[src/rtl/core/gdc_pkg.sv]
package gdc_pkg;

    localparam int unsigned DAY_W = 23;
    localparam int unsigned STEP_W = 5;

    localparam logic [STEP_W-1:0] YEAR_STEPS  = 5'd15;
    localparam logic [STEP_W-1:0] MONTH_STEPS = 5'd11;
    localparam logic [STEP_W-1:0] WDAY_STEPS  = 5'd20;

    localparam logic [3:0]       MONTHS_PER_YEAR = 4'd12;
    localparam logic [DAY_W-1:0] WEEK_DAYS       = 23'd7;

    typedef enum logic [2:0] {
        ST_IDLE,
        ST_YEAR,
        ST_MONTH,
        ST_WDAY,
        ST_FINISH
    } state_t;

    typedef struct packed {
        state_t              phase;
        logic [STEP_W-1:0]   step;
        logic                last;
    } ctrl_t;

    // Year-decomposition schedule: 400-year blocks (6 bits), centuries (2),
    // 4-year blocks (5), single years (2). Years and days move in lockstep.
    function automatic logic [DAY_W-1:0] step_years(input logic [3:0] idx);
        logic [DAY_W-1:0] v;
        unique case (idx)
            4'd0:    v = 23'd12800;
            4'd1:    v = 23'd6400;
            4'd2:    v = 23'd3200;
            4'd3:    v = 23'd1600;
            4'd4:    v = 23'd800;
            4'd5:    v = 23'd400;
            4'd6:    v = 23'd200;
            4'd7:    v = 23'd100;
            4'd8:    v = 23'd64;
            4'd9:    v = 23'd32;
            4'd10:   v = 23'd16;
            4'd11:   v = 23'd8;
            4'd12:   v = 23'd4;
            4'd13:   v = 23'd2;
            4'd14:   v = 23'd1;
            default: v = '0;
        endcase
        return v;
    endfunction

    function automatic logic [DAY_W-1:0] step_days(input logic [3:0] idx);
        logic [DAY_W-1:0] v;
        unique case (idx)
            4'd0:    v = 23'd4675104;
            4'd1:    v = 23'd2337552;
            4'd2:    v = 23'd1168776;
            4'd3:    v = 23'd584388;
            4'd4:    v = 23'd292194;
            4'd5:    v = 23'd146097;
            4'd6:    v = 23'd73048;
            4'd7:    v = 23'd36524;
            4'd8:    v = 23'd23376;
            4'd9:    v = 23'd11688;
            4'd10:   v = 23'd5844;
            4'd11:   v = 23'd2922;
            4'd12:   v = 23'd1461;
            4'd13:   v = 23'd730;
            4'd14:   v = 23'd365;
            default: v = '0;
        endcase
        return v;
    endfunction

    function automatic logic [4:0] month_days(input logic leap, input logic [3:0] m);
        logic [4:0] v;
        unique case (m)
            4'd1, 4'd3, 4'd5, 4'd7, 4'd8, 4'd10, 4'd12: v = 5'd31;
            4'd4, 4'd6, 4'd9, 4'd11:                     v = 5'd30;
            4'd2:    v = leap ? 5'd29 : 5'd28;
            default: v = 5'd0;
        endcase
        return v;
    endfunction

    // days before the first of month m in a common year
    function automatic logic [8:0] month_start(input logic [3:0] m);
        logic [8:0] v;
        unique case (m)
            4'd1:    v = 9'd0;
            4'd2:    v = 9'd31;
            4'd3:    v = 9'd59;
            4'd4:    v = 9'd90;
            4'd5:    v = 9'd120;
            4'd6:    v = 9'd151;
            4'd7:    v = 9'd181;
            4'd8:    v = 9'd212;
            4'd9:    v = 9'd243;
            4'd10:   v = 9'd273;
            4'd11:   v = 9'd304;
            4'd12:   v = 9'd334;
            default: v = 9'd0;
        endcase
        return v;
    endfunction

endpackage

[src/rtl/core/gregorian_date_day_number_converter_core.sv]
// Gregorian date <-> day number converter.
// Input channel s_*: one request per transaction. s_command 0 converts the
// date in s_day_of_month/s_month_number/s_year_number to a day count since
// 1 Jan of year 1; s_command 1 converts s_elapsed_days_in back to a date.
// Result channel m_*: one result per request. m_valid_res is 0 with all
// other fields 0 when the date or count is out of range.
// Both channels use valid/ready; a transaction completes when both are high.
// The next request is taken once the result register is loaded and the
// sequencer is back in idle; the block works on one request at a time.
// The work is done by the single compare-subtract/add step unit: 15 steps
// of year decomposition, 1 day fix-up or 11 month-search steps, 20 steps of
// modulo-7 reduction, and then the result register is loaded.
// s_ready is high only while the sequencer is idle. The result register lets
// a new request be accepted while an old result waits; if that one is still
// not taken when the next result is ready, the sequencer holds until m_ready.
// aresetn (synchronous, active low) returns the sequencer to idle and drops
// m_valid; no clearing pass is needed.
module gregorian_date_day_number_converter_core
    import gdc_pkg::*;
#(
    parameter int MAX_YEAR = 9999
) (
    input  logic        aclk,
    input  logic        aresetn,
    input  logic        s_valid,
    output logic        s_ready,
    input  logic        s_command,
    input  logic [4:0]  s_day_of_month,
    input  logic [3:0]  s_month_number,
    input  logic [13:0] s_year_number,
    input  logic [21:0] s_elapsed_days_in,
    output logic        m_valid,
    input  logic        m_ready,
    output logic        m_valid_res,
    output logic [21:0] m_elapsed_days,
    output logic [16:0] m_elapsed_months,
    output logic [2:0]  m_weekday_index,
    output logic [4:0]  m_result_day,
    output logic [3:0]  m_result_month,
    output logic [13:0] m_result_year
);

    localparam int unsigned LIMIT_DAYS =
        365 * MAX_YEAR + MAX_YEAR / 4 - MAX_YEAR / 100 + MAX_YEAR / 400;
    localparam logic [DAY_W-1:0] LIMIT_W    = LIMIT_DAYS[DAY_W-1:0];
    localparam logic [13:0]      MAX_YEAR_W = MAX_YEAR[13:0];

    ctrl_t ctrl;
    logic  start;
    logic  out_free;

    logic              cmd_reg;
    logic [4:0]        day_reg;
    logic [3:0]        mon_reg;
    logic [13:0]       yr_reg;
    logic [21:0]       cnt_reg;
    logic [DAY_W-1:0]  rem_reg;
    logic [DAY_W-1:0]  acc_reg;
    logic [1:0]        b_reg;
    logic [4:0]        c_reg;
    logic [1:0]        e_reg;
    logic [3:0]        month_reg;
    logic [4:0]        found_day_reg;

    logic [DAY_W-1:0]  sub_val, add_val, rem_out, acc_out;
    logic              take;
    logic              leap;
    logic [DAY_W-1:0]  fix_days;

    logic              m_valid_reg;
    logic              valid_res_reg;
    logic [21:0]       elapsed_days_reg;
    logic [16:0]       elapsed_months_reg;
    logic [2:0]        weekday_reg;
    logic [4:0]        result_day_reg;
    logic [3:0]        result_month_reg;
    logic [13:0]       result_year_reg;
    logic              res_ok;
    logic [13:0]       sel_year;
    logic [3:0]        sel_mon;
    logic [17:0]       year_m1;
    logic [17:0]       months_full;

    assign s_ready  = (ctrl.phase == ST_IDLE);
    assign start    = s_valid && s_ready;
    assign out_free = !m_valid_reg || m_ready;

    gdc_seq u_seq (
        .aclk     (aclk),
        .aresetn  (aresetn),
        .start    (start),
        .cmd      (cmd_reg),
        .out_free (out_free),
        .ctrl     (ctrl)
    );

    gdc_step_unit u_step (
        .rem_in  (rem_reg),
        .acc_in  (acc_reg),
        .sub_val (sub_val),
        .add_val (add_val),
        .take    (take),
        .rem_out (rem_out),
        .acc_out (acc_out)
    );

    // (year-1) = 400a + 100b + 4c + e; year is leap when e is 3 and either
    // c is not 24 (the year within the century is not 99) or the 400-year remainder is 399
    assign leap = (e_reg == 2'd3) && ((c_reg != 5'd24) || (b_reg == 2'd3));

    assign fix_days = 23'(month_start(mon_reg))
                    + 23'(leap && (mon_reg > 4'd2))
                    + 23'(day_reg) - 23'd1;

    always_comb begin
        sub_val = '0;
        add_val = '0;
        unique case (ctrl.phase)
            ST_YEAR: begin
                // date: consume years, add days; count: the reverse
                sub_val = cmd_reg ? step_days(ctrl.step[3:0]) : step_years(ctrl.step[3:0]);
                add_val = cmd_reg ? step_years(ctrl.step[3:0]) : step_days(ctrl.step[3:0]);
            end
            ST_MONTH: begin
                if (!cmd_reg) begin
                    add_val = fix_days;
                end else if (month_reg < MONTHS_PER_YEAR) begin
                    sub_val = 23'(month_days(leap, month_reg));
                end else begin
                    sub_val = '1;
                end
            end
            ST_WDAY: begin
                sub_val = WEEK_DAYS << (WDAY_STEPS - 5'd1 - ctrl.step);
            end
            default: ;
        endcase
    end

    always_ff @(posedge aclk) begin
        if (start) begin
            cmd_reg   <= s_command;
            day_reg   <= s_day_of_month;
            mon_reg   <= s_month_number;
            yr_reg    <= s_year_number;
            cnt_reg   <= s_elapsed_days_in;
            rem_reg   <= s_command ? 23'(s_elapsed_days_in) : 23'(s_year_number - 14'd1);
            acc_reg   <= s_command ? 23'd1 : 23'd0;
            month_reg <= 4'd1;
        end else begin
            case (ctrl.phase)
                ST_YEAR: begin
                    rem_reg <= rem_out;
                    acc_reg <= acc_out;
                    if (ctrl.step == 5'd6 || ctrl.step == 5'd7)
                        b_reg <= {b_reg[0], take};
                    if (ctrl.step >= 5'd8 && ctrl.step <= 5'd12)
                        c_reg <= {c_reg[3:0], take};
                    if (ctrl.step == 5'd13 || ctrl.step == 5'd14)
                        e_reg <= {e_reg[0], take};
                end
                ST_MONTH: begin
                    acc_reg <= acc_out;
                    if (cmd_reg && take)
                        month_reg <= month_reg + 4'd1;
                    if (ctrl.last) begin
                        found_day_reg <= rem_out[4:0] + 5'd1;
                        rem_reg       <= cmd_reg ? 23'(cnt_reg) : acc_out;
                    end else begin
                        rem_reg <= rem_out;
                    end
                end
                ST_WDAY: begin
                    rem_reg <= rem_out;
                end
                default: ;
            endcase
        end
    end

    assign sel_year    = cmd_reg ? acc_reg[13:0] : yr_reg;
    assign sel_mon     = cmd_reg ? month_reg : mon_reg;
    assign year_m1     = 18'(sel_year) - 18'd1;
    assign months_full = (year_m1 << 3) + (year_m1 << 2) + 18'(sel_mon) - 18'd1;

    always_comb begin
        if (cmd_reg) begin
            res_ok = ({1'b0, cnt_reg} < LIMIT_W);
        end else begin
            res_ok = (yr_reg != 14'd0) && (yr_reg <= MAX_YEAR_W)
                  && (mon_reg >= 4'd1) && (mon_reg <= MONTHS_PER_YEAR)
                  && (day_reg != 5'd0) && (day_reg <= month_days(leap, mon_reg));
        end
    end

    always_ff @(posedge aclk) begin
        if (!aresetn) begin
            m_valid_reg <= 1'b0;
        end else if (ctrl.phase == ST_FINISH && out_free) begin
            m_valid_reg <= 1'b1;
        end else if (m_ready) begin
            m_valid_reg <= 1'b0;
        end
    end

    always_ff @(posedge aclk) begin
        if (ctrl.phase == ST_FINISH && out_free) begin
            valid_res_reg      <= res_ok;
            elapsed_days_reg   <= res_ok ? (cmd_reg ? cnt_reg : acc_reg[21:0]) : 22'd0;
            elapsed_months_reg <= res_ok ? months_full[16:0] : 17'd0;
            weekday_reg        <= res_ok ? rem_reg[2:0] : 3'd0;
            result_day_reg     <= res_ok ? (cmd_reg ? found_day_reg : day_reg) : 5'd0;
            result_month_reg   <= res_ok ? sel_mon : 4'd0;
            result_year_reg    <= res_ok ? sel_year : 14'd0;
        end
    end

    assign m_valid          = m_valid_reg;
    assign m_valid_res      = valid_res_reg;
    assign m_elapsed_days   = elapsed_days_reg;
    assign m_elapsed_months = elapsed_months_reg;
    assign m_weekday_index  = weekday_reg;
    assign m_result_day     = result_day_reg;
    assign m_result_month   = result_month_reg;
    assign m_result_year    = result_year_reg;

endmodule

[src/rtl/core/gdc_step_unit.sv]
module gdc_step_unit
    import gdc_pkg::*;
(
    input  logic [DAY_W-1:0] rem_in,
    input  logic [DAY_W-1:0] acc_in,
    input  logic [DAY_W-1:0] sub_val,
    input  logic [DAY_W-1:0] add_val,
    output logic             take,
    output logic [DAY_W-1:0] rem_out,
    output logic [DAY_W-1:0] acc_out
);

    // conditional subtract on the remainder, matching add on the accumulator
    assign take    = (rem_in >= sub_val);
    assign rem_out = take ? (rem_in - sub_val) : rem_in;
    assign acc_out = take ? (acc_in + add_val) : acc_in;

endmodule

[src/rtl/core/gdc_seq.sv]
module gdc_seq
    import gdc_pkg::*;
(
    input  logic  aclk,
    input  logic  aresetn,
    input  logic  start,
    input  logic  cmd,
    input  logic  out_free,
    output ctrl_t ctrl
);

    state_t            state_reg, state_next;
    logic [STEP_W-1:0] step_reg, step_next;
    logic              last;

    always_ff @(posedge aclk) begin
        if (!aresetn) begin
            state_reg <= ST_IDLE;
            step_reg  <= '0;
        end else begin
            state_reg <= state_next;
            step_reg  <= step_next;
        end
    end

    always_comb begin
        state_next = state_reg;
        step_next  = step_reg + 5'd1;
        last       = 1'b0;
        unique case (state_reg)
            ST_IDLE: begin
                step_next = '0;
                if (start) state_next = ST_YEAR;
            end
            ST_YEAR: begin
                last = (step_reg == YEAR_STEPS - 5'd1);
                if (last) begin
                    state_next = ST_MONTH;
                    step_next  = '0;
                end
            end
            ST_MONTH: begin
                // date-to-count needs a single fix-up step
                last = cmd ? (step_reg == MONTH_STEPS - 5'd1) : 1'b1;
                if (last) begin
                    state_next = ST_WDAY;
                    step_next  = '0;
                end
            end
            ST_WDAY: begin
                last = (step_reg == WDAY_STEPS - 5'd1);
                if (last) begin
                    state_next = ST_FINISH;
                    step_next  = '0;
                end
            end
            ST_FINISH: begin
                step_next = '0;
                if (out_free) state_next = ST_IDLE;
            end
            default: begin
                state_next = ST_IDLE;
                step_next  = '0;
            end
        endcase
    end

    assign ctrl.phase = state_reg;
    assign ctrl.step  = step_reg;
    assign ctrl.last  = last;

endmodule

[config.mk]
export PLATFORM = sky130hd
export DESIGN_NAME = gregorian_date_day_number_converter_core
export DESIGN_NICKNAME = d
export VERILOG_FILES = /design/src/rtl/core/gdc_pkg.sv /design/src/rtl/core/gregorian_date_day_number_converter_core.sv /design/src/rtl/core/gdc_step_unit.sv /design/src/rtl/core/gdc_seq.sv
export SDC_FILE = /design/constraint.sdc
export NUM_CORES = 1
export LEC_CHECK = 0
export BUFFER_PORTS_ARGS = -buffer_cell sky130_fd_sc_hd__buf_2
export CORE_MARGIN = 5
export CORE_UTILIZATION = 35
export DETAILED_ROUTE_END_ITERATION = 10
export HOLD_SLACK_MARGIN = 0.06
export PLACE_DENSITY = 0.54
export SLEW_MARGIN = 40
export SYNTH_ARGS = -nofsm -noshare
export SYNTH_HDL_FRONTEND = slang
export SYNTH_SLANG_ARGS = --single-unit
export TNS_END_PERCENT = 20
[constraint.sdc]
create_clock -name aclk -period 18.93 [get_ports aclk]
set_input_delay 3.786 -clock aclk [delete_from_list [all_inputs] [get_ports aclk]]
set_output_delay 3.786 -clock aclk [all_outputs]
set_load 0.005 [all_outputs]
==> After elaboration in Yosys (flattened, before gate mapping) <==
Memories as Yosys holds them, arrays and structs flattened. A register that Yosys moved wholly into a read port is not among the register bits.
Index checks and enable logic that the tools add are counted.
W data, S select, Z words.
{ "totals": {"register_bits": 185, "romBits": 1328, "n_memories": 5, "inputBits": 50} }
{ "op_classes": {"n_reduce_logical": 34, "n_eq_ne": 42, "add_sub_neg": 14, "muxes": 45, "bitwise": 1, "n_shift": 1, "n_lt_le_gt_ge": 10} }
{ "memory_table": {"columns": ["memory", "depth", "word_bits", "read_ports", "rd_ports_with_merged_regs", "wr", "line", "text"], "rows": [
  ["(no name shown)", 16, 23, 1, 1, 0, "gdc_pkg.sv:54", "unique case (idx)"],
  ["(no name shown)", 16, 23, 1, 1, 0, "gdc_pkg.sv:54", null],
  ["(no name shown)", 16, 14, 1, 1, 0, "gdc_pkg.sv:31", "unique case (idx)"],
  ["(no name shown)", 16, 14, 1, 1, 0, "gdc_pkg.sv:31", null],
  ["(no name shown)", 16, 9, 1, 1, 0, "gdc_pkg.sv:89", "unique case (m)"]
]} }
{ "ops": {"columns": ["op", "n"], "rows": [
  ["$mux W23", 13],
  ["$pmux W23 S2", 2],
  ["$pmux W23 S3", 1],
  ["$pmux W5 S3", 3],
  ["$eq A4 B4 Y1 const B", 10],
  ["$eq A4 B3 Y1 const B", 8],
  ["$sub A14 B1 Y15 const B", 2],
  ["$mux W5", 5],
  ["$mux W4", 6],
  ["$add A23 B23 Y23", 1],
  ["$ge A23 B23 Y1", 1],
  ["$shl A3 B5 Y23 const A", 1],
  ["$sub A23 B23 Y23", 1],
  ["$lt A22 B22 Y1 const B", 1],
  ["$mux W22", 1],
  ["$add A17 B17 Y17", 1],
  ["$add A17 B4 Y17", 1],
  ["$sub A17 B1 Y17 const B", 1],
  ["$eq A4 B2 Y1 const B", 4],
  ["$eq A5 B4 Y1 const B", 3],
  ["$mux W3", 5],
  ["$pmux W3 S5", 1],
  ["$le A14 B14 Y1 const B", 1],
  ["$mux W14", 1],
  ["other kinds (40)", 73]
]} }

==> Logic depth before layout (Yosys ltp) <==
Gate-level depths: netlist of run 1.
{ "depth": {"word_depth": 15, "ltp_mapped": 25, "depth_no_buf": 24} }

==> Modules after synthesis <==
From an unflattened synthesis of run 1, not the netlist that was laid out.
{ "hier_totals": {"hier_cells": 1673, "area_unflattened_um2": 15068.2} }
{ "modules_own_cells": {"columns": ["mod", "cells_per_inst", "area_per_inst_um2", "instances"], "rows": [
  ["gregorian_date_day_number_converter_core", 1205, 11911.4, 1],
  ["gdc_step_unit", 423, 2700.1, 1],
  ["gdc_seq", 45, 456.7, 1]
]} }

==> Least setup slack after synthesis of run 1 <==
Ideal clock, no wire load.
{ "synth_timing": {"path_type": "in2reg", "startpoint": "in m_ready", "endpoint": "reg elapsed_days_reg[0], in the netlist m_elapsed_days[0], enable pin", "t_arrival_ns": 10.085, "setup_time_ns": 0.653, "setup_slack_ns": 8.191, "cell_stages": 2, "cell_sequence": "nor2b_1 -> nor4_1"} }
{ "synth_via": {"elab_chain_len": 2} }
{ "synth_rtl": {"columns": ["element", "line", "text"], "rows": [
  ["start: declaration", "gregorian_date_day_number_converter_core.sv:33", "input logic m_ready,"],
  ["$logic_or A1 B1 Y1", "gregorian_date_day_number_converter_core.sv:86", "assign out_free = !m_valid_reg || m_ready;"],
  ["$logic_and A1 B1 Y1", "gregorian_date_day_number_converter_core.sv:207", "if (ctrl.phase == ST_FINISH && out_free) begin"],
  ["end signal: assignment", "gregorian_date_day_number_converter_core.sv:209", "elapsed_days_reg <= res_ok ? (cmd_reg ? cnt_reg : acc_reg[21:0]) : 22'd0;"],
  ["end: declaration", "gregorian_date_day_number_converter_core.sv:72", "logic [21:0] elapsed_days_reg;"]
]} }
Every way passes these cells.
A chain may end at the register's enable or synchronous reset.

==> Final worst setup path of run 1 <==
{ "layout_timing": {"startpoint": "in s_valid", "endpoint": "reg rem_reg[21] (data pin)"} }
{ "layout_via": {"elab_chain_len": 2} }
{ "layout_rtl": {"columns": ["element", "line", "text"], "rows": [
  ["start: declaration", "gregorian_date_day_number_converter_core.sv:25", "input logic s_valid,"],
  ["$logic_and A1 B1 Y1", "gregorian_date_day_number_converter_core.sv:85", "assign start = s_valid && s_ready;"],
  ["$mux W23", "gregorian_date_day_number_converter_core.sv:141", "if (start) begin"],
  ["end signal: assignment", "gregorian_date_day_number_converter_core.sv:147", "rem_reg <= s_command ? 23'(s_elapsed_days_in) : 23'(s_year_number - 14'd1);"],
  ["end signal: assignment", "gregorian_date_day_number_converter_core.sv:153", "rem_reg <= rem_out;"],
  ["end signal: assignment", "gregorian_date_day_number_converter_core.sv:168", "rem_reg <= cmd_reg ? 23'(cnt_reg) : acc_out;"],
  ["end: declaration", "gregorian_date_day_number_converter_core.sv:57", "logic [DAY_W-1:0] rem_reg;"]
]} }
Every way passes these cells.

==> results.txt, run 1 <==
Status: finished, final reports clean
VDD IR max: 82.8 uV
Clk_lat worst skew: 0.56 ns
Post_cts resized: 0
Count of pins over their slew limit: 0
Syn_area_per_cell: 9.42 sq um
Die area: 50300 sq um
Crit path setup slack, layout: 12.40 ns
Largest family of logic cells by synthesized area: compound AO/OA/AOI/OAI gates
Worst-path maximum fanout: 60
Antenna Cells: 0
Worst path required time: 19.35 ns
CTS tree: built
DRT antenna net count: 0
Cell Area, Synth: 16100 sq um
Leading post-synthesis cells by cell area: edfxtp_1 32%, ha_1 11%, dfxtp_1 7.2%
Avg WL per Cell: 20.5 um
Initial antenna violation count: 0
Final WL: 49.4 mm
Simple-gate share of the synthesized area: 15.2%
Gate Count Post-Synth: 1705
Detailed Place HPWL: 37.9 mm
Vias per Instance: 5.53
CTS clock-pin slew for the worst setup and hold paths: 0.07 ns
Post-synth EDFFs: 172
Fill cell count: 4518
Clock Sinks: 230
Highest attainable clock frequency: 153 MHz
Hold Crit Class: reg2reg
Critical path class: in2reg
Gpl congestion: 0.961
Ratio of cells with drive above 1 in the final layout: 13.0%
Reg-to-reg slack, setup: 12.74 ns
WP data arrival: 6.95 ns
Die X: 224 um
Slew @ Worst Pin: 0.842 ns
I/O pins: 118
CTS Buf Count: 26
GR Overflow Total: 0
Gr usage total: 18.8%
RSZ-0062 raised after global routing: false
Relative slew slack: 43.1%
Crit end category: register
Vias: 13344
Synth top area share: 32.1%
Flops & latches, synth: 230
Iter 0 DRT Violations: 942
Adder-Cell Fraction of Synth Area: 11.8%
Setup violators final: 0
Synth Area in XOR/XNOR: 4.69%
Clk root buf: clkbuf_16
# DRC: 0
IO Port Bufs: 117
Mux contribution to synthesized area: 6.52%
# hold bufs at CTS: 0
Post-synth ARST share: 0%
Worst slack, placed: 11.88 ns
CORE AREA: 45400 sq um
Main synth FF type: edfxtp_1
Synth unique cells: 86
First-pass GRT wire length: 75.1 mm
Worst setup SP type: input port
Clock Path Buffers: 3
Sequential element share of the synthesized area: 39.4%
Final instance area: 18200 sq um
H-Tree Depth: 1
Pwr Density: 134 nW/um^2
Initial Util: 35.4%
Final hold vios: 0
Synthesized Nets: 1903
PnR Total Power: 2440 uW
Net count, final: 1989
Post-CTS Setup Inserts: 0
Synth-to-Final Area Change: 13.0%
Cell area after placement: 17200 sq um
Cell row count: 78
Chip height: 224 um
Layout Skew: 0.0201 ns
Leak: 0.00742 uW
Largest net degree at the start of global routing: 62
Max_cap viols: 0
Synth area leader: edfxtp_1
Setup total negative slack: 0 ns
Compound-Gate Fraction of Synth Area: 17.8%
Vias in the first global route: 12887
Synth Warn #: 0
Fin crit share: 34.5%
Fin crit period: 6.53 ns
DRT Pass-1 Iters: 5
[cell families (layout without fill, tap and decap cells)]
kind of cell	after synthesis	count (layout)
and+or+nand+nor	521	521
AOI/OAI and AO/OA	431	431
DFF	230	230
buffers and inverters	187	293
adders and majority gates	148	148
muxes	102	102
xor gates and xnor gates	86	86
[worst paths after layout]
check | from | to | depth (start not counted)
setup / recovery | s_valid | rem_reg[21] | 11
hold / removal | b_reg[0] | b_reg[1] | 0
setup reg to reg | c_reg[3] | rem_reg[21] | 24
hold reg to reg | b_reg[0] | b_reg[1] | 0
[stage by stage]
step,hold WS [ns],instances,utilization [%]
6_report,0.452,2411,40.0
2_1_floorplan,0.418,1705,-
5_1_grt,0.458,2411,40.0
3_3_place_gp,0.423,2363,37.9
4_1_cts,0.455,2411,40.0
3_5_place_dp,0.439,2363,38.0
[power breakdown]
group | leakage (uW) | internal, uW | switching, uW
Combinational | 0.00487 | 485 | 688
Sequential | 0.00211 | 653 | 67.0
Clock | 0.000443 | 325 | 220
[cell type report]
cell class	count	area (sq um)	share of cell area [%]
clock buffers	32	716	3.94
well taps	600	751	4.13
repair buffers	134	713	3.93
inverters	111	420	2.32
flip-flops and latches	230	6330	34.8
clock inverters	16	204	1.12
multi-input cells	1288	9030	49.7
[per-layer routing]
metal  up-vias  routed length, um  share of wire (%)  track usage, %
li1       6450                  -                  -               -
met1      6428              22200                 45            25.3
met2       387              23300                 47            31.9
met3        79               2440                4.9            2.35
met4         0               1400                2.8            5.48
met5         -                  0                  0               0
[cells in the final DEF, fill, tap and decap left out, types with 33 or more instances in the layout]
master	count
nor2_1	184
edfxtp_1	172
ha_1	143
nand2_1	137
buf_2	117
a21oi_1	116
inv_1	108
o21ai_0	86
mux2i_1	80
dfxtp_1	58
xnor2_1	53
nor3_1	40
xor2_1	33
[worst max-delay path: stages]
cell	delay [ns]
buf_2	0.10
nand2_2	0.04
buf_4	0.23
clkinv_2	0.43
buf_4	0.66
nand3_1	0.14
or4_1	0.63
nand2_1	0.23
a311oi_1	0.07
a211oi_1	0.29
o221a_2	0.22
[synth_stat cells, types with 25 or more instances]
cell and n:
nor2_1 185, edfxtp_1 172, ha_1 143, nand2_1 137, a21oi_1 116, inv_1 108
o21ai_0 86, mux2i_1 81, dfxtp_1 58, xnor2_1 53, clkbuf_1 51, nor3_1 42
xor2_1 33, nand3_1 32, a31oi_1 25
Power figures use the tool's default switching activity.
==> run 2, diff against run 1 <==
--- a/config.mk
+++ b/config.mk
@@ -5,6 +5,7 @@
 export SDC_FILE = /design/constraint.sdc
 export NUM_CORES = 1
 export LEC_CHECK = 0
+export ABC_AREA = 1
 export BUFFER_PORTS_ARGS = -buffer_cell sky130_fd_sc_hd__buf_2
 export CORE_MARGIN = 5
 export CORE_UTILIZATION = 35
==> constraint.sdc (replaced) <==
create_clock -name aclk -period 6.1 [get_ports aclk]
set_input_delay 1.22 -clock aclk [delete_from_list [all_inputs] [get_ports aclk]]
set_output_delay 1.22 -clock aclk [all_outputs]
set_load 0.005 [all_outputs]
==> results.txt, run 2 <==
Status: finished, final reports clean
Initial antenna violation count: 0 (unchanged)
Fill cell count: 5251 (+16%)
Hold Slack: 0.436 ns (-0.0160 ns)
Slowest stage cell, crit path: ha_1
Leading post-synthesis cells by cell area: edfxtp_1 30%, nand2_1 15%, ha_1 10%
Critical path class: reg2reg
Clk_lat worst skew: 0.62 ns (+0.06 ns)
CORE AREA: 49100 sq um (+8.1%)
GR Overflow Total: 0 (unchanged)
Post_cts resized: 0 (unchanged)
CTS clock-pin slew for the worst setup and hold paths: 0.06 ns (about the same)
Fin crit period: 5.00 ns
Gr usage total: 21.4% (+2.6 points)
Clock Sinks: 230 (unchanged)
Cell row count: 81 (+3.8%)
Synth area leader: edfxtp_1
Setup total negative slack: 0 ns (unchanged)
Worst-path maximum fanout: 4 (-93%)
Final WL: 59.0 mm (+20%)
Avg WL per Cell: 18.4 um (-10%)
Detailed Place HPWL: 46.7 mm (+23%)
Cell area after placement: 18600 sq um (+8.0%)
Synth top area share: 29.7% (-2.5 points)
Synthesized Nets: 2621 (+38%)
Setup violators final: 0 (unchanged)
First-pass GRT wire length: 90.5 mm (+21%)
I/O pins: 118 (unchanged)
Placed insts: 3154 (+33%)
Vias per Instance: 5.04 (-8.9%)
Most frequent cells after synthesis: 673 x nand2_1, 384 x inv_1, 266 x nor2_1
Vias in the first global route: 15537 (+21%)
Sequential element share of the synthesized area: 36.3% (-3.0 points)
CTS tree: built
Hold Crit Class: reg2reg
Highest attainable clock frequency: 200 MHz
Initial Util: 35.5% (+0.082 points)
# hold bufs at CTS: 0 (unchanged)
Iter 0 DRT Violations: 1334 (+42%)
WP data arrival: 5.31 ns (-1.64 ns)
Most used standard cell by instance count after synthesis: nand2_1
Post-synth EDFFs: 172 (unchanged)
Die area: 54300 sq um (+8.0%)
Cell Area, Synth: 17400 sq um (+8.3%)
Clk root buf: clkbuf_16
Max stage delay on crit path: 0.52 ns (-0.14 ns)
Max_cap viols: 0 (unchanged)
Final instance area: 19600 sq um (+7.9%)
WHS Endpoint: c_reg[2]
Largest net degree at the start of global routing: 96 (+55%)
Ratio of cells with drive above 1 in the final layout: 9.03% (-3.9 points)
Commonest non-fill, non-tap cell in the layout: nand2_1
Main synth FF type: edfxtp_1
Clock Path Buffers: 3 (unchanged)
Synth unique cells: 59 (-31%)
Post-CTS Setup Inserts: 0 (unchanged)
Die X: 233 um (+3.9%)
H-Tree Depth: 1 (unchanged)
Hold path depth: 0 (unchanged)
Reg2reg start: c_reg[2]
CTS Buf Count: 30 (+15%)
Flops & latches, synth: 230 (unchanged)
Relative slew slack: 32.2% (-11 points)
CP most frequent cell: nand2_1
RSZ-0062 raised after global routing: false
Reg-to-reg slack, setup: 1.10 ns (-11.64 ns)
Commonest non-fill, non-tap cells in the layout: 673 x nand2_1, 384 x inv_1, 264 x nor2_1
Finished Layout Cells: 3210 (+33%)
Post-synth ARST share: 0% (unchanged)
Fin crit share: 81.9%
Syn_area_per_cell: 7.18 sq um (-24%)
Synth-to-Final Area Change: 12.5%
Worst path required time: 6.42 ns (-12.93 ns)
Vias: 16186 (+21%)
Crit end category: register
Final hold vios: 0 (unchanged)
Chip height: 233 um (+3.9%)
Antenna Cells: 0 (unchanged)
Critical R2R Capture: rem_reg[11]
DRT Pass-1 Iters: 5 (unchanged)
Count of pins over their slew limit: 0 (unchanged)
Gpl congestion: 0.953 (-0.77%)
Slew @ Worst Pin: 1.01 ns (+0.163 ns)
Net count, final: 2720 (+37%)
# DRC: 0 (unchanged)
Gate Count Post-Synth: 2423 (+42%)
Worst Reg-to-Reg Cells: 33 (+38%)
IO Port Bufs: 117 (unchanged)
Hold wc startpoint: c_reg[1]
Worst setup SP type: register
DRT antenna net count: 0 (unchanged)
Layout Skew: 0.0474 ns (+0.0273 ns)
Synth Warn #: 0 (unchanged)
[run 2: final cells by class]
cell class / count / area (sq um) / share of cell area, %
clock inverters: 15 / 135 / 0.690
repair buffers: 129 / 683 / 3.49
multi-input cells: 1733 / 9280 / 47.4
inverters: 398 / 1500 / 7.64
clock buffers: 41 / 832 / 4.25
flip-flops and latches: 230 / 6330 / 32.3
well taps: 664 / 831 / 4.24
[run 2: worst max-delay path, delay by kind of cell, from the launching register on]
kind	cells	cell delay, ns
AOI/OAI and AO/OA	4	0.69
adders and majority gates	4	1.40
xor gates and xnor gates	1	0.21
buffers and inverters	5	0.33
and+or+nand+nor	19	1.70
DFF	1	0.36
[run 2: how the worst max path moves through the flow]
stage               slack [ns]                    to  cells past startpoint               from
floorplan                 1.59     m_elapsed_days[0]                      2            m_ready
global placement          1.29  m_elapsed_months[14]                     19            cmd_reg
detailed placement        1.21            rem_reg[1]                     22  u_seq.step_reg[2]
CTS                       1.20           rem_reg[20]                     22  u_seq.step_reg[2]
global route              0.69           rem_reg[10]                     23  u_seq.step_reg[2]
finish                    1.10           rem_reg[11]                     33           c_reg[2]
[run 2: stage by stage]
step | util [%] | setup slack (ns)
after floorplan | - | 1.59
after global placement | 37.9 | 1.29
after detailed placement | 38.0 | 1.21
after CTS | 39.9 | 1.20
after global routing | 39.9 | 0.690
final | 39.9 | 1.10
[run 2: per-layer routing]
| layer | share of wire, % | global-route usage [%] |
|---|---|---|
| met5 | 0 | 0 |
| met1 | 46 | 30.6 |
| met3 | 6.1 | 2.72 |
| met4 | 2.1 | 4.78 |
| met2 | 46 | 34.7 |
[run 2: cells by family after synthesis]
logic type | share of synthesized area, %
XOR/XNOR | 2.36
AND/OR/NAND/NOR | 29.1
adder cells (fa/ha/maj) | 10.9
flip-flops | 36.3
buffers and inverters | 10.5
AO/OA/AOI/OAI | 10.9
Power of run 2 is not shown: default switching activity piles up to over one toggle a cycle in this logic, so the estimate is an artifact.
==> run 3, diff against run 2 <==
--- a/config.mk
+++ b/config.mk
@@ -11,7 +11,7 @@
 export CORE_UTILIZATION = 35
 export DETAILED_ROUTE_END_ITERATION = 10
 export HOLD_SLACK_MARGIN = 0.06
-export PLACE_DENSITY = 0.54
+export PLACE_DENSITY = 0.56
 export SLEW_MARGIN = 40
 export SYNTH_ARGS = -nofsm -noshare
 export SYNTH_HDL_FRONTEND = slang
==> constraint.sdc (replaced) <==
create_clock -name aclk -period 4.4 [get_ports aclk]
set_input_delay 0.88 -clock aclk [delete_from_list [all_inputs] [get_ports aclk]]
set_output_delay 0.88 -clock aclk [all_outputs]
set_load 0.005 [all_outputs]
==> results.txt, run 3 (same netlist as run 2, synthesis figures left out) <==
Status: finished, final reports clean
WP data arrival: 4.47 ns (-0.84 ns)
Clk_lat worst skew: 0.60 ns (-0.02 ns)
Count of pins over their slew limit: 0 (unchanged)
Iter 0 DRT Violations: 1061 (-20%)
# DRC: 0 (unchanged)
Critical path class: reg2reg
Avg WL per Cell: 18.0 um (-2.4%)
DRT antenna net count: 0 (unchanged)
Fin crit share: 94.2% (+12 points)
Buffer and inverter count on the worst path: 3 (-2)
CORE AREA: 49100 sq um (unchanged)
Final hold vios: 0 (unchanged)
Largest net degree at the start of global routing: 75 (-22%)
Cell row count: 81 (unchanged)
Chip height: 233 um (unchanged)
Vias in the first global route: 15820 (+1.8%)
CTS clock-pin slew for the worst setup and hold paths: 0.06 ns (about the same)
First-pass GRT wire length: 90.1 mm (-0.46%)
Clk root buf: clkbuf_16
Clock Sinks: 230 (unchanged)
Worst-path maximum fanout: 4 (unchanged)
Gpl congestion: 0.945 (-0.90%)
Crit end category: register
Slew @ Worst Pin: 0.879 ns (-0.126 ns)
Initial Util: 35.5% (unchanged)
CTS tree: built
RSZ-0062 raised after global routing: true
Die area: 54300 sq um (unchanged)
Highest attainable clock frequency: 241 MHz (+21%)
Worst setup SP type: register
Gr usage total: 21.2% (-0.19 points)
Final WL: 58.7 mm (-0.50%)
Setup total negative slack: 0 ns (unchanged)
Setup violators final: 0 (unchanged)
Die X: 233 um (unchanged)
Max stage delay on crit path: 0.39 ns (-0.13 ns)
Commonest non-fill, non-tap cell in the layout: nand2_1
Initial antenna violation count: 2 (+2)
Clock Path Buffers: 3 (unchanged)
Cell area after placement: 19000 sq um (+2.2%)
H-Tree Depth: 1 (unchanged)
Max_cap viols: 0 (unchanged)
Detailed Place HPWL: 46.8 mm (+0.23%)
Hold Crit Class: reg2reg
CTS Buf Count: 28 (-6.7%)
Vias per Instance: 5.02 (-0.49%)
IO Port Bufs: 117 (unchanged)
Relative slew slack: 40.8% (+8.6 points)
Fin crit period: 4.14 ns (-0.853 ns)
Layout Skew: 0.0389 ns (-0.00854 ns)
Family with the most delay on the worst path: simple AND/OR/NAND/NOR gates
Net count, final: 2782 (+2.3%)
I/O pins: 118 (unchanged)
DRT Pass-1 Iters: 5 (unchanged)
Ratio of cells with drive above 1 in the final layout: 13.5% (+4.5 points)
GR Overflow Total: 0 (unchanged)
Synth-to-Final Area Change: 17.2%
Util after Layout: 41.6% (+1.7 points)
Crit path setup slack, layout: 0.257 ns (-0.847 ns)
CP most frequent cell: nand2_1
Slowest stage cell, crit path: edfxtp_1
Worst slack, placed: -0.0713 ns (-1.28 ns)
Commonest non-fill, non-tap cells in the layout: 656 x nand2_1, 380 x inv_1, 257 x nor2_1
Final instance area: 20400 sq um (+4.2%)
Worst path required time: 4.72 ns (-1.70 ns)
Vias: 16412 (+1.4%)
-- run 3: cell types whose count changed in the layout (fill, tap and decap cells not counted), sizes merged --
cell and delta:
buf +64, clkbuf -10, bufinv +4, inv +2, diode +1
-- run 3: layout make-up --
type	instances	area [sq um]
clock buffers	31	743
clock inverters	21	259
diodes	1	2.50
fillers	5150	28700
repair buffers	193	1190
well taps	664	831
flip-flops and latches	230	6330
inverters	398	1500
multi-input cells	1733	9540
-- run 3: metal layers --
| metal | up-vias | GRT usage, % | routed length (um) | part of all wire (%) |
|---|---|---|---|---|
| met1 | 7709 | 29.9 | 27400 | 47 |
| met5 | - | 0 | 0 | 0 |
| li1 | 8182 | - | - | - |
| met2 | 442 | 34.9 | 26900 | 46 |
| met4 | 0 | 5.59 | 1400 | 2.4 |
| met3 | 79 | 2.10 | 2980 | 5.1 |
-- run 3: path summary, 6_finish.rpt --
path                               start           to  slack [ns]  cells past startpoint
worst max register to register  c_reg[3]  rem_reg[20]        0.26                     27
worst min register to register  e_reg[0]     e_reg[1]        0.45                      0
worst max-delay path            c_reg[3]  rem_reg[20]        0.26                     27
worst min-delay path            e_reg[0]     e_reg[1]        0.45                      0
-- run 3: through the flow --
stage / cells / hold WS, ns
global route: 3271 / 0.431
finish: 3271 / 0.451
detailed placement: 3205 / 0.442
global placement: 3205 / 0.438
floorplan: 2423 / 0.426
CTS: 3257 / 0.408
-- run 3: repair_timing --
item	CTS	global route
cloned	0	0
setup buffers	0	13
hold endpoints to repair	0	0
endpoints found under the setup margin	17	37
hold buffers	0	0
gates resized for setup	4	78
pin swaps	1	22
-- run 3: worst reg2reg max path: cells and delay by family, from the launching register on --
family	cells	cell delay [ns]
fa+ha+maj	4	1.15
buf+inv	3	0.25
compound gates	4	0.39
flops	1	0.39
simple gates	15	1.50
xor+xnor	1	0.22
Power of run 3 is left out for the same reason.
